### src/wbps_pkg.sv
package wbps_pkg;

  // Defaults for the top-level parameters.
  localparam int DEF_MAX_PATTERN_BYTES = 32;
  localparam int DEF_ADDRESS_BITS      = 48;

  // Fixed field widths and sizes of the ports and configuration registers.
  localparam int IN_TDATA_W    = 8;
  localparam int OUT_ADDR_BITS = 48;
  localparam int OUT_TDATA_W   = 48;
  localparam int CFG_IDX_W     = 3;
  localparam int CFG_DATA_W    = 64;
  localparam int WILDCARD_W    = 32;
  localparam int PAT_LEN_W     = 6;
  localparam int PAT_WORDS     = 4;
  localparam int PAT_SLOTS     = 32;

  // Configuration register indexes.
  typedef enum logic [CFG_IDX_W-1:0] {
    CFG_PATTERN_0_7   = 3'd0,
    CFG_PATTERN_8_15  = 3'd1,
    CFG_PATTERN_16_23 = 3'd2,
    CFG_PATTERN_24_31 = 3'd3,
    CFG_WILDCARD_MASK = 3'd4,
    CFG_PATTERN_LEN   = 3'd5,
    CFG_RESULT_OFFSET = 3'd6,
    CFG_REGION_BASE   = 3'd7
  } cfg_idx_t;

endpackage

### src/wildcard_byte_pattern_search.sv
// Wildcard byte pattern search. The block takes one byte of a memory region
// per word on the input stream (tlast marks the final byte of the region) and
// looks for the first place where the configured pattern of up to
// MAX_PATTERN_BYTES bytes matches, with a per-position wildcard bit that lets
// a pattern byte match anything. On the first match it returns one word with
// tuser (found) set and tdata holding region_base + match start +
// result_offset, modulo 2^ADDRESS_BITS, and then ignores the rest of the
// region. A region that ends without a match returns one word with found
// clear and a zero address; a region that already reported returns nothing at
// its end. The search state clears after every last byte, so matches are found
// anywhere in the region but never across two regions. The block accepts one
// byte per clock cycle; its result passes the input register and then the
// result register on the way out. The whole window compare of all pattern
// positions is combinational between the input and result registers; the
// input only stalls while a result word waits in the output register and the
// sink holds tready low. Write the configuration registers only while no
// byte is in flight; a write lands at the clock edge at which cfg_we is high.
module wildcard_byte_pattern_search #(
  parameter int MAX_PATTERN_BYTES = wbps_pkg::DEF_MAX_PATTERN_BYTES,
  parameter int ADDRESS_BITS      = wbps_pkg::DEF_ADDRESS_BITS
) (
  input  logic                             clk,
  input  logic                             rst_n,
  // Input stream: tdata[7:0] = data_byte, tlast = last_byte.
  input  logic                             in_tvalid,
  output logic                             in_tready,
  input  logic [wbps_pkg::IN_TDATA_W-1:0]  in_tdata,
  input  logic                             in_tlast,
  // Result stream: tdata[47:0] = match_address, tuser[0] = found.
  output logic                             out_tvalid,
  input  logic                             out_tready,
  output logic [wbps_pkg::OUT_TDATA_W-1:0] out_tdata,
  output logic                             out_tuser,
  // Configuration write port.
  input  logic                             cfg_we,
  input  logic [wbps_pkg::CFG_IDX_W-1:0]   cfg_index,
  input  logic [wbps_pkg::CFG_DATA_W-1:0]  cfg_wdata
);
  import wbps_pkg::*;

  localparam int D     = MAX_PATTERN_BYTES;
  localparam int AW    = ADDRESS_BITS;
  localparam int IDX_W = (D > 1) ? $clog2(D) : 1;
  localparam int EXT_W = (AW > OUT_ADDR_BITS) ? AW : OUT_ADDR_BITS;

  // Configuration registers.
  logic [CFG_DATA_W-1:0] pat_word_r [PAT_WORDS];
  logic [WILDCARD_W-1:0] wildcard_r;
  logic [PAT_LEN_W-1:0]  pat_len_r;
  logic [OUT_ADDR_BITS-1:0] offset_r;
  logic [OUT_ADDR_BITS-1:0] base_r;

  // Input register.
  logic       s1_valid_r;
  logic [7:0] s1_byte_r;
  logic       s1_last_r;

  // Region state. The window contents need no reset: fill_r says how many
  // entries are valid and the compare only looks at valid ones.
  logic [7:0]           win_r [D];
  logic [PAT_LEN_W-1:0] fill_r;
  logic [AW-1:0]        index_r;
  logic                 reported_r;

  // Result register.
  logic                     out_valid_r;
  logic                     found_r;
  logic [OUT_ADDR_BITS-1:0] addr_r;

  // Handshakes.
  logic in_fire;
  logic s1_adv;

  assign s1_adv    = s1_valid_r && (!out_valid_r || out_tready);
  assign in_tready = !s1_valid_r || s1_adv;
  assign in_fire   = in_tvalid && in_tready;

  // Compare logic.
  logic [7:0]           pat_byte [PAT_SLOTS];
  logic [7:0]           new_win  [D];
  logic [PAT_LEN_W-1:0] len_eff;
  logic [PAT_LEN_W-1:0] age      [D];
  logic [D-1:0]         hit;
  logic [PAT_LEN_W-1:0] fill_nxt;
  logic                 match;
  logic                 res_valid;
  logic                 res_found;
  logic [AW-1:0]        start_addr;
  logic [AW-1:0]        sum_addr;
  logic [EXT_W-1:0]     addr_ext;
  logic [OUT_ADDR_BITS-1:0] res_addr;

  always_comb begin
    for (int w = 0; w < PAT_WORDS; w++) begin
      for (int k = 0; k < 8; k++) begin
        pat_byte[w*8+k] = pat_word_r[w][k*8 +: 8];
      end
    end
  end

  // Length zero behaves as one, anything past the window as the full window.
  always_comb begin
    if (pat_len_r == '0) begin
      len_eff = PAT_LEN_W'(1);
    end else if (pat_len_r > PAT_LEN_W'(D)) begin
      len_eff = PAT_LEN_W'(D);
    end else begin
      len_eff = pat_len_r;
    end
  end

  // Window as it stands after the byte in the input register shifts in.
  always_comb begin
    new_win[0] = s1_byte_r;
    for (int k = 1; k < D; k++) begin
      new_win[k] = win_r[k-1];
    end
  end

  // Pattern byte i lines up with the window byte of age len - 1 - i.
  always_comb begin
    for (int i = 0; i < D; i++) begin
      age[i] = len_eff - PAT_LEN_W'(i) - PAT_LEN_W'(1);
      hit[i] = (PAT_LEN_W'(i) >= len_eff) || wildcard_r[i] ||
               (new_win[age[i][IDX_W-1:0]] == pat_byte[i]);
    end
  end

  assign fill_nxt = (fill_r < PAT_LEN_W'(D)) ? fill_r + PAT_LEN_W'(1) : fill_r;
  assign match    = !reported_r && (fill_nxt >= len_eff) && (&hit);

  assign start_addr = index_r - AW'(len_eff) + AW'(1);
  assign sum_addr   = AW'(base_r) + start_addr + AW'(offset_r);
  assign addr_ext   = EXT_W'(sum_addr);

  always_comb begin
    res_valid = 1'b0;
    res_found = 1'b0;
    res_addr  = '0;
    if (match) begin
      res_valid = 1'b1;
      res_found = 1'b1;
      res_addr  = addr_ext[OUT_ADDR_BITS-1:0];
    end else if (s1_last_r && !reported_r) begin
      res_valid = 1'b1;
    end
  end

  // Configuration.
  always_ff @(posedge clk) begin
    if (!rst_n) begin
      for (int w = 0; w < PAT_WORDS; w++) begin
        pat_word_r[w] <= '0;
      end
      wildcard_r <= '0;
      pat_len_r  <= PAT_LEN_W'(1);
      offset_r   <= '0;
      base_r     <= '0;
    end else if (cfg_we) begin
      unique case (cfg_idx_t'(cfg_index))
        CFG_PATTERN_0_7:   pat_word_r[0] <= cfg_wdata;
        CFG_PATTERN_8_15:  pat_word_r[1] <= cfg_wdata;
        CFG_PATTERN_16_23: pat_word_r[2] <= cfg_wdata;
        CFG_PATTERN_24_31: pat_word_r[3] <= cfg_wdata;
        CFG_WILDCARD_MASK: wildcard_r    <= cfg_wdata[WILDCARD_W-1:0];
        CFG_PATTERN_LEN:   pat_len_r     <= cfg_wdata[PAT_LEN_W-1:0];
        CFG_RESULT_OFFSET: offset_r      <= cfg_wdata[OUT_ADDR_BITS-1:0];
        CFG_REGION_BASE:   base_r        <= cfg_wdata[OUT_ADDR_BITS-1:0];
        default:           ;
      endcase
    end
  end

  // Input register.
  always_ff @(posedge clk) begin
    if (!rst_n) begin
      s1_valid_r <= 1'b0;
    end else if (in_fire) begin
      s1_valid_r <= 1'b1;
    end else if (s1_adv) begin
      s1_valid_r <= 1'b0;
    end
  end

  always_ff @(posedge clk) begin
    if (in_fire) begin
      s1_byte_r <= in_tdata;
      s1_last_r <= in_tlast;
    end
  end

  // Region state advances when the byte in the input register is consumed.
  always_ff @(posedge clk) begin
    if (s1_adv) begin
      for (int k = 0; k < D; k++) begin
        win_r[k] <= new_win[k];
      end
    end
  end

  always_ff @(posedge clk) begin
    if (!rst_n) begin
      fill_r     <= '0;
      index_r    <= '0;
      reported_r <= 1'b0;
    end else if (s1_adv) begin
      if (s1_last_r) begin
        fill_r     <= '0;
        index_r    <= '0;
        reported_r <= 1'b0;
      end else begin
        fill_r     <= fill_nxt;
        index_r    <= index_r + AW'(1);
        reported_r <= reported_r || match;
      end
    end
  end

  // Result register.
  always_ff @(posedge clk) begin
    if (!rst_n) begin
      out_valid_r <= 1'b0;
    end else if (s1_adv && res_valid) begin
      out_valid_r <= 1'b1;
    end else if (out_tready) begin
      out_valid_r <= 1'b0;
    end
  end

  always_ff @(posedge clk) begin
    if (s1_adv && res_valid) begin
      found_r <= res_found;
      addr_r  <= res_addr;
    end
  end

  assign out_tvalid = out_valid_r;
  assign out_tuser  = found_r;
  assign out_tdata  = addr_r;

  // A region that has already reported never produces a second word.
  a_no_second_result: assert property (@(posedge clk) disable iff (!rst_n)
    (s1_adv && reported_r) |-> !res_valid)
    else $error("second result in one region");

  // A miss always carries a zero address.
  a_miss_zero_addr: assert property (@(posedge clk) disable iff (!rst_n)
    (out_valid_r && !found_r) |-> (addr_r == '0))
    else $error("miss word with nonzero address");

  // Consuming the last byte of a region leaves a cleared state.
  a_clear_after_last: assert property (@(posedge clk) disable iff (!rst_n)
    (s1_adv && s1_last_r) |=> (fill_r == '0 && index_r == '0 && !reported_r))
    else $error("state not cleared after last byte");

  // The fill count never runs past the window depth.
  a_fill_bound: assert property (@(posedge clk) disable iff (!rst_n)
    fill_r <= PAT_LEN_W'(D))
    else $error("window fill beyond depth");

endmodule
### config.mk
export PLATFORM = sky130hd
export DESIGN_NAME = wildcard_byte_pattern_search
export DESIGN_NICKNAME = d
export VERILOG_FILES = /design/src/wbps_pkg.sv /design/src/wildcard_byte_pattern_search.sv
export SDC_FILE = /design/constraint.sdc
export NUM_CORES = 2
export LEC_CHECK = 0
export ABC_AREA = 1
export BUFFER_PORTS_ARGS = -buffer_cell sky130_fd_sc_hd__buf_2
export CAP_MARGIN = 20
export CORE_UTILIZATION = 45
export CTS_CLUSTER_DIAMETER = 40
export DETAILED_ROUTE_END_ITERATION = 10
export MAX_ROUTING_LAYER = met4
export PLACE_DENSITY = 0.59
export SETUP_SLACK_MARGIN = 0.1
export SLEW_MARGIN = 30
export SYNTH_ARGS = -nofsm -noshare
export SYNTH_HDL_FRONTEND = slang
export SYNTH_SLANG_ARGS = --single-unit
### constraint.sdc
create_clock -name clk -period 25.8 [get_ports clk]
set_input_delay 0 -clock clk [delete_from_list [all_inputs] [get_ports clk]]
set_output_delay 0 -clock clk [all_outputs]
set_load 0.05 [all_outputs]
Yosys cells after proc, flatten, opt, wreduce, memory -nomap -nowiden --
Memory sizes are Yosys's and may differ from the RTL's. Cells that the tools add are included.
Word-level totals: RAM bits 512, latch bits 0, output and inout port bits 51, register bits after elaboration 249, bits in read-only memories 0, memories 2, logic and storage cells 442
Memory list:
- pat_word_r | depth 4, bits a word 64, rd ports 4, clocked after Yosys merged registers in 0, write ports 4, RTL line wildcard_byte_pattern_search.sv:47 | logic [CFG_DATA_W-1:0] pat_word_r [PAT_WORDS];
- win_r | depth 32, bits a word 8, rd ports 31, clocked after Yosys merged registers in 0, write ports 32, RTL line wildcard_byte_pattern_search.sv:60 | logic [7:0] win_r [D];
Operators by class: shifts and indexed selects 0, equality and inequality tests 39, order comparisons 67, add/subtract/negate cells 68, reductions and logical operators 85, divide/modulo/power cells 0, bitwise operators 36, multipliers 0, mux-type cells 132
Operators with widths (number):
- $bmux W8 S5 | 32
- $mux W8 | 64
- $eq A8 B8 Y1 | 32
- $mux W64 | 4
- $ge A6 B6 Y1 const B | 32
- $not A5 Y6 | 32
- $sub A5 B1 Y5 const B | 32
- $add A48 B1 Y48 const B | 2
- $add A48 B48 Y48 | 2
- $ge A5 B6 Y1 const A | 16
- $sub A5 B5 Y5 const B | 16
- $logic_or A1 B1 Y1 | 67
- $ge A4 B6 Y1 const A | 8
- $mux W48 | 1
- $sub A48 B6 Y48 | 1
- $sub A5 B4 Y5 const B | 8
- $reduce_and A32 Y1 | 1
- $mux W1 | 27
- $ge A3 B6 Y1 const A | 4
- $mux W6 | 4
- $sub A5 B3 Y5 const B | 4
- $eq A3 B3 Y1 const B | 4
- $ge A1 B6 Y1 const A | 2
- $ge A2 B6 Y1 const A | 2
- other kinds (14) | 30

Depth between registers and ports, before layout --
depth in word-level cells 16, depth in mapped cells 36, mapped depth without buffers 29

Worst setup path after synthesis --
No wires, ideal clock.
kind register to register, start register out_valid_r (netlist: out_tvalid), end register index_r[44], cell stages (with the launch flop) 21, arrival time 8.254 ns, library setup time 0.119 ns, buffers on the path 0, slack 17.426 ns, cells stage by stage dfxtp_1 -> nand2_1 -> nand2_1 -> inv_1 -> nand3_1 -> nor3_1 -> inv_1 -> nor2_1 -> inv_1 -> nor2_1 -> nand2_1 -> nor3_1 -> inv_1 -> nor2_1 -> inv_1 -> nor2_1 -> nand3_1 -> nor3_1 -> nand4_1 -> o21ai_0 -> a21oi_1
Between the ends: cells in the longest elaborated chain, start to end 3
Ends and longest elaborated chain:
- start: declaration | RTL line wildcard_byte_pattern_search.sv:66 | logic out_valid_r;
- start signal: assignment | RTL line wildcard_byte_pattern_search.sv:222 | out_valid_r <= 1'b0;
- start signal: assignment | RTL line wildcard_byte_pattern_search.sv:224 | out_valid_r <= 1'b1;
- start signal: assignment | RTL line wildcard_byte_pattern_search.sv:226 | out_valid_r <= 1'b0;
- $logic_not A1 Y1 | RTL line wildcard_byte_pattern_search.sv:74 | assign s1_adv = s1_valid_r && (!out_valid_r || out_tready);
- $logic_or A1 B1 Y1 | RTL line wildcard_byte_pattern_search.sv:74
- $logic_and A1 B1 Y1 | RTL line wildcard_byte_pattern_search.sv:74
- net s1_adv | RTL line wildcard_byte_pattern_search.sv:72 | logic s1_adv;
- end signal: assignment | RTL line wildcard_byte_pattern_search.sv:213 | index_r <= index_r + AW'(1);
- end: declaration | RTL line wildcard_byte_pattern_search.sv:62 | logic [AW-1:0] index_r;
The timed path passes the listed nets, and every way through them passes these cells. A chain may end at the register's enable or synchronous reset.

Worst setup path after layout --
start register pat_len_r[5], end register addr_r[1] (netlist: out_tdata[1]), enable pin
Between the ends: cells in the longest elaborated chain, start to end 15, elaborated cells on any way between the ends 328
Ends and longest elaborated chain:
- start: declaration | RTL line wildcard_byte_pattern_search.sv:49 | logic [PAT_LEN_W-1:0] pat_len_r;
- start signal: assignment | RTL line wildcard_byte_pattern_search.sv:166 | CFG_PATTERN_LEN: pat_len_r <= cfg_wdata[PAT_LEN_W-1:0];
- $gt A6 B6 Y1 | RTL line wildcard_byte_pattern_search.sv:105 | end else if (pat_len_r > PAT_LEN_W'(D)) begin
- $mux W6 | RTL line wildcard_byte_pattern_search.sv:105
- $mux W6 (*) | RTL line wildcard_byte_pattern_search.sv:103 | if (pat_len_r == '0) begin
- $sub A5 B1 Y5 (tied with other cells) | RTL line wildcard_byte_pattern_search.sv:123 | age[i] = len_eff - PAT_LEN_W'(i) - PAT_LEN_W'(1);
- $sub A5 B1 Y5 | RTL line wildcard_byte_pattern_search.sv:123
- $not A5 Y6 (implied by the code) | RTL line wildcard_byte_pattern_search.sv:125 | (new_win[age[i][IDX_W-1:0]] == pat_byte[i]);
- $bmux W8 S5 | RTL line wildcard_byte_pattern_search.sv:125
- $mux W8 (implied by the code) (2 in series) | RTL line wildcard_byte_pattern_search.sv:125
- $eq A8 B8 Y1 | RTL line wildcard_byte_pattern_search.sv:125
- $logic_or A1 B1 Y1 | RTL line wildcard_byte_pattern_search.sv:124 | hit[i] = (PAT_LEN_W'(i) >= len_eff) || wildcard_r[i] ||
- $reduce_and A32 Y1 | RTL line wildcard_byte_pattern_search.sv:130 | assign match = !reported_r && (fill_nxt >= len_eff) && (&hit);
- $logic_and A1 B1 Y1 (*) | RTL line wildcard_byte_pattern_search.sv:130
- $mux W1 (*) | RTL line wildcard_byte_pattern_search.sv:140 | if (match) begin
- $logic_and A1 B1 Y1 (*) | RTL line wildcard_byte_pattern_search.sv:231 | if (s1_adv && res_valid) begin
- end signal: assignment | RTL line wildcard_byte_pattern_search.sv:233 | addr_r <= res_addr;
- end: declaration | RTL line wildcard_byte_pattern_search.sv:68 | logic [OUT_ADDR_BITS-1:0] addr_r;
Every way passes the cells marked *; elsewhere a longest branch is shown, timed or not. The select of a mux whose other input is x is not followed.

==> results.md <==
* Die width at 352 microns
* Status: finished clean
* Synth top cells by count: nand2_1 (2463), nand3_1 (2040), inv_1 (761)
* Crit-path max FO at 49
* Worst R2R Path Depth at 28
* Pre-CTS WS at 18840 ps
* Slew headroom at 0.228
* Root Driver: clkbuf_16
* Crit path top cell by count: nand2_1
* WL final at between 200000 and 300000 microns
* Pwr/cell area at 72.4 nW/um^2
* Port Buf Inserts at 131
* Ratio of cells with drive above 1 in the final layout at 0.0670
* Largest net degree at the start of global routing at about 180
* Peak VDD IR at 0.0821 mV
* Cts repair resizes at 0
* Via Count at 60261
* CP startpoint kind: register
* Worst setup margin at 18650 ps
* Top area cells in the synthesized netlist: edfxtp_1 (31%), nand3_1 (19%), nand2_1 (17%)
* Critical path required time at ~26000 ps
* Finish-stage setup viols at 0
* Worst Tran Pin Value at 1150 ps
* Fill cells at 11782
* Final nets at 8377
* Area of the multi-input gates at 30000 sq um
* Slowest stage cell, crit path: dfxtp_1
* Vias in the first global route at roughly 54000
* Vias per cell at 6.11
* Clock Sinks at 753
* Avg Cell Area, Syn at 6.82 sq um
* Final Cell Area at 62900 sq um
* Met2 Track Usage GR at 0.646
* Setup TNS at 0 ps
* Max Slew Vio Count at 0
* Setup slack, reg-to-reg at 18650 ps
* Initial Utilization at 0.456
* Sequential area share after synthesis at 0.376
* Delay of the slowest cell on the worst path at 600 ps
* Gr busiest metal: met2
* Final min period at roughly 7200 ps
* Synthesized area at 55100 sq um
* First-pass GRT wire length at 389000 microns
* Leakage at around 29 nW
* Clk pin slew, worst setup/hold paths at 60 ps
* Synth Warn # at 0
* Num CTS Buffers at roughly 140
* CTS tree: done
* Gpl congestion at 1.15
* Post-Syn Instances at between 8000 and 9000
* Core area at 121000 sq um
* Hold endpoint: s1_byte_r[2]
* Met1 usage at 0.564
* Initial antenna violation count at 8
* Top_reg_cell synth: edfxtp_1
* Syn Nets at 8316
* Num rows at 127
* Worst hold stages at 2
* HP Start: in_tdata[2]
* Gr usage total at 0.457
* Area growth, synth to finish at 14.2%
* Clk_lat worst skew at 800 ps
* Delay-heaviest family, CP: simple AND/OR/NAND/NOR gates
* Worst setup path class: reg -> reg
* Die area at between 100000 and 150000 sq um
* Register area at 20700 sq um
* Bufs and invs on worst path at 7
* Top-count cell post-synth: nand2_1
* Hold/Removal Path Class: in -> reg
* Worst setup EP type: register
* Async S/R FF share, synth at 0
* Reg-to-reg endpoint: out_tdata[1]
* Post-synth EDFFs at 562
* Max_cap viols at 0
* Remaining DRCs at 0
* Register bit total from synthesis at 753
* Final HPWL DP at 211000 microns
* Die Ht at 352 microns
* CTS Buffer Depth at 3
* Worst Setup SP: pat_len_r[5]
* Unrepaired setup endpoints after global routing: no
* Placed Area at 56900 sq um
* Highest Clock Rate at 0.140 GHz
* Reg2reg start: pat_len_r[5]
* I/O Pins at 132
* Detail Route Antenna Nets at 0
* Share of the synthesized area in the top cell type at 0.307
* Drt wl/cell at between 20 and 30 microns
* Post-synthesis cell type count at 54
* Total grt overflow at 0
* Drt pass-1 iters at 11
* Final clock skew at between 40 and 50 ps
* Met3 Use GR at 0.134
* Worst path arrival time at approximately 7600 ps
* Period utilization at 0.277
* H-tree depth at 4
* Hold Fails Final Rpt at 0
* Drt initial violations at 9409
* Largest area contributor in the netlist: edfxtp_1
## routing by layer
| metal | share of wire | up-vias |
|---|---|---|
| met5 | 0 | - |
| met4 | 0.079 | 0 |
| met3 | 0.12 | 772 |
| met2 | 0.42 | 4048 |
| met1 | 0.38 | 28332 |
| li1 | - | 27109 |
## worst reg2reg max path, delay by kind of cell (launching register included)
kind	cells	cell delay (ps)
adders and majority gates	1	350
DFF	1	600
buffers and inverters	7	2270
and+or+nand+nor	19	3300
xor gates and xnor gates	1	160
## registers in the layout, summed over array words and instances (netlist names), 8 cells and up
name and flops:
s1_byte_r 8, offset_r 48, win_r 248, wildcard_r 32, base_r 48, out_tdata 48, pat_word_r 256, index_r 48
## power breakdown
group / switching, mW / internal [mW] / total, mW
logic: 0.901 / 0.330 / 1.23
registers: 0.0433 / 1.36 / 1.41
clock network: 0.750 / 1.17 / 1.92
## cells in the final DEF (no fill, tap or decap), types with 6 or more instances in the layout
master	n
inv_8	9
a211oi_1	7
fa_1	51
clkinv_2	19
dlygate4sd3_1	103
o21ai_1	35
clkinvlp_4	14
nand2_1	2453
ha_1	106
a21o_1	10
inv_2	27
nand3b_1	136
nand4_1	36
nand2_2	9
buf_2	130
a31oi_1	12
nor2_1	496
xor2_1	36
inv_6	18
a311oi_1	6
xor2_2	11
or2_2	9
nand3_1	2034
xnor2_1	28
clkbuf_16	147
o21ai_0	219
edfxtp_1	562
a21oi_1	277
nor4_1	15
nor3_1	57
dfxtp_1	191
bufinv_16	9
buf_4	72
nor2_2	13
o21a_1	11
inv_1	756
clkbuf_1	13
o211ai_1	7
clkinv_1	12
## worst max path at each step
stage | endpoint | slack, ps | cells after the start
after floorplan | index_r[44] | 17430 | 20
after global placement | out_tdata[0] | 18910 | 28
after detailed placement | out_tdata[0] | 18840 | 28
after CTS | out_tdata[40] | 18790 | 28
after global routing | out_tdata[10] | 18320 | 28
final | out_tdata[1] | 18650 | 28
## stage by stage
stage	utilization	instances	hold WS, ps	power [mW]
3_3_place_gp	0.472	9499	177	2.59
2_1_floorplan	-	8076	98.9	2.17
3_5_place_dp	0.472	9499	178	2.59
5_1_grt	0.521	9867	41.8	4.69
4_1_cts	0.521	9859	5.79	4.50
6_report	0.521	9867	28.8	4.55
## area by class of cell
type | instances | share of cell area
clock buffers | 164 | 0.0602
inverters | 789 | 0.0473
clock inverters | 94 | 0.0170
multi-input cells | 6140 | 0.477
diodes | 5 | 0.000199
well taps | 1612 | 0.0321
flip-flops and latches | 753 | 0.329
repair buffers | 310 | 0.0369
## cell families (layout without fill, tap and decap cells)
logic type | Yosys count | in the layout | share of synthesized area
and+or+nand+nor | 5285 | 5285 | 0.422
buffers and inverters | 1183 | 1357 | 0.0845
DFF | 753 | 753 | 0.376
AOI/OAI and AO/OA | 614 | 614 | 0.0599
adders and majority gates | 159 | 159 | 0.0431
xor gates and xnor gates | 82 | 82 | 0.0147
other | 0 | 5 | 0
## timing repair
action                    in CTS  in global routing
hold endpoints to repair     413                  7
buffers inserted               0                  0
hold buffers                 102                  1
(Power assumes the default switching activity.)
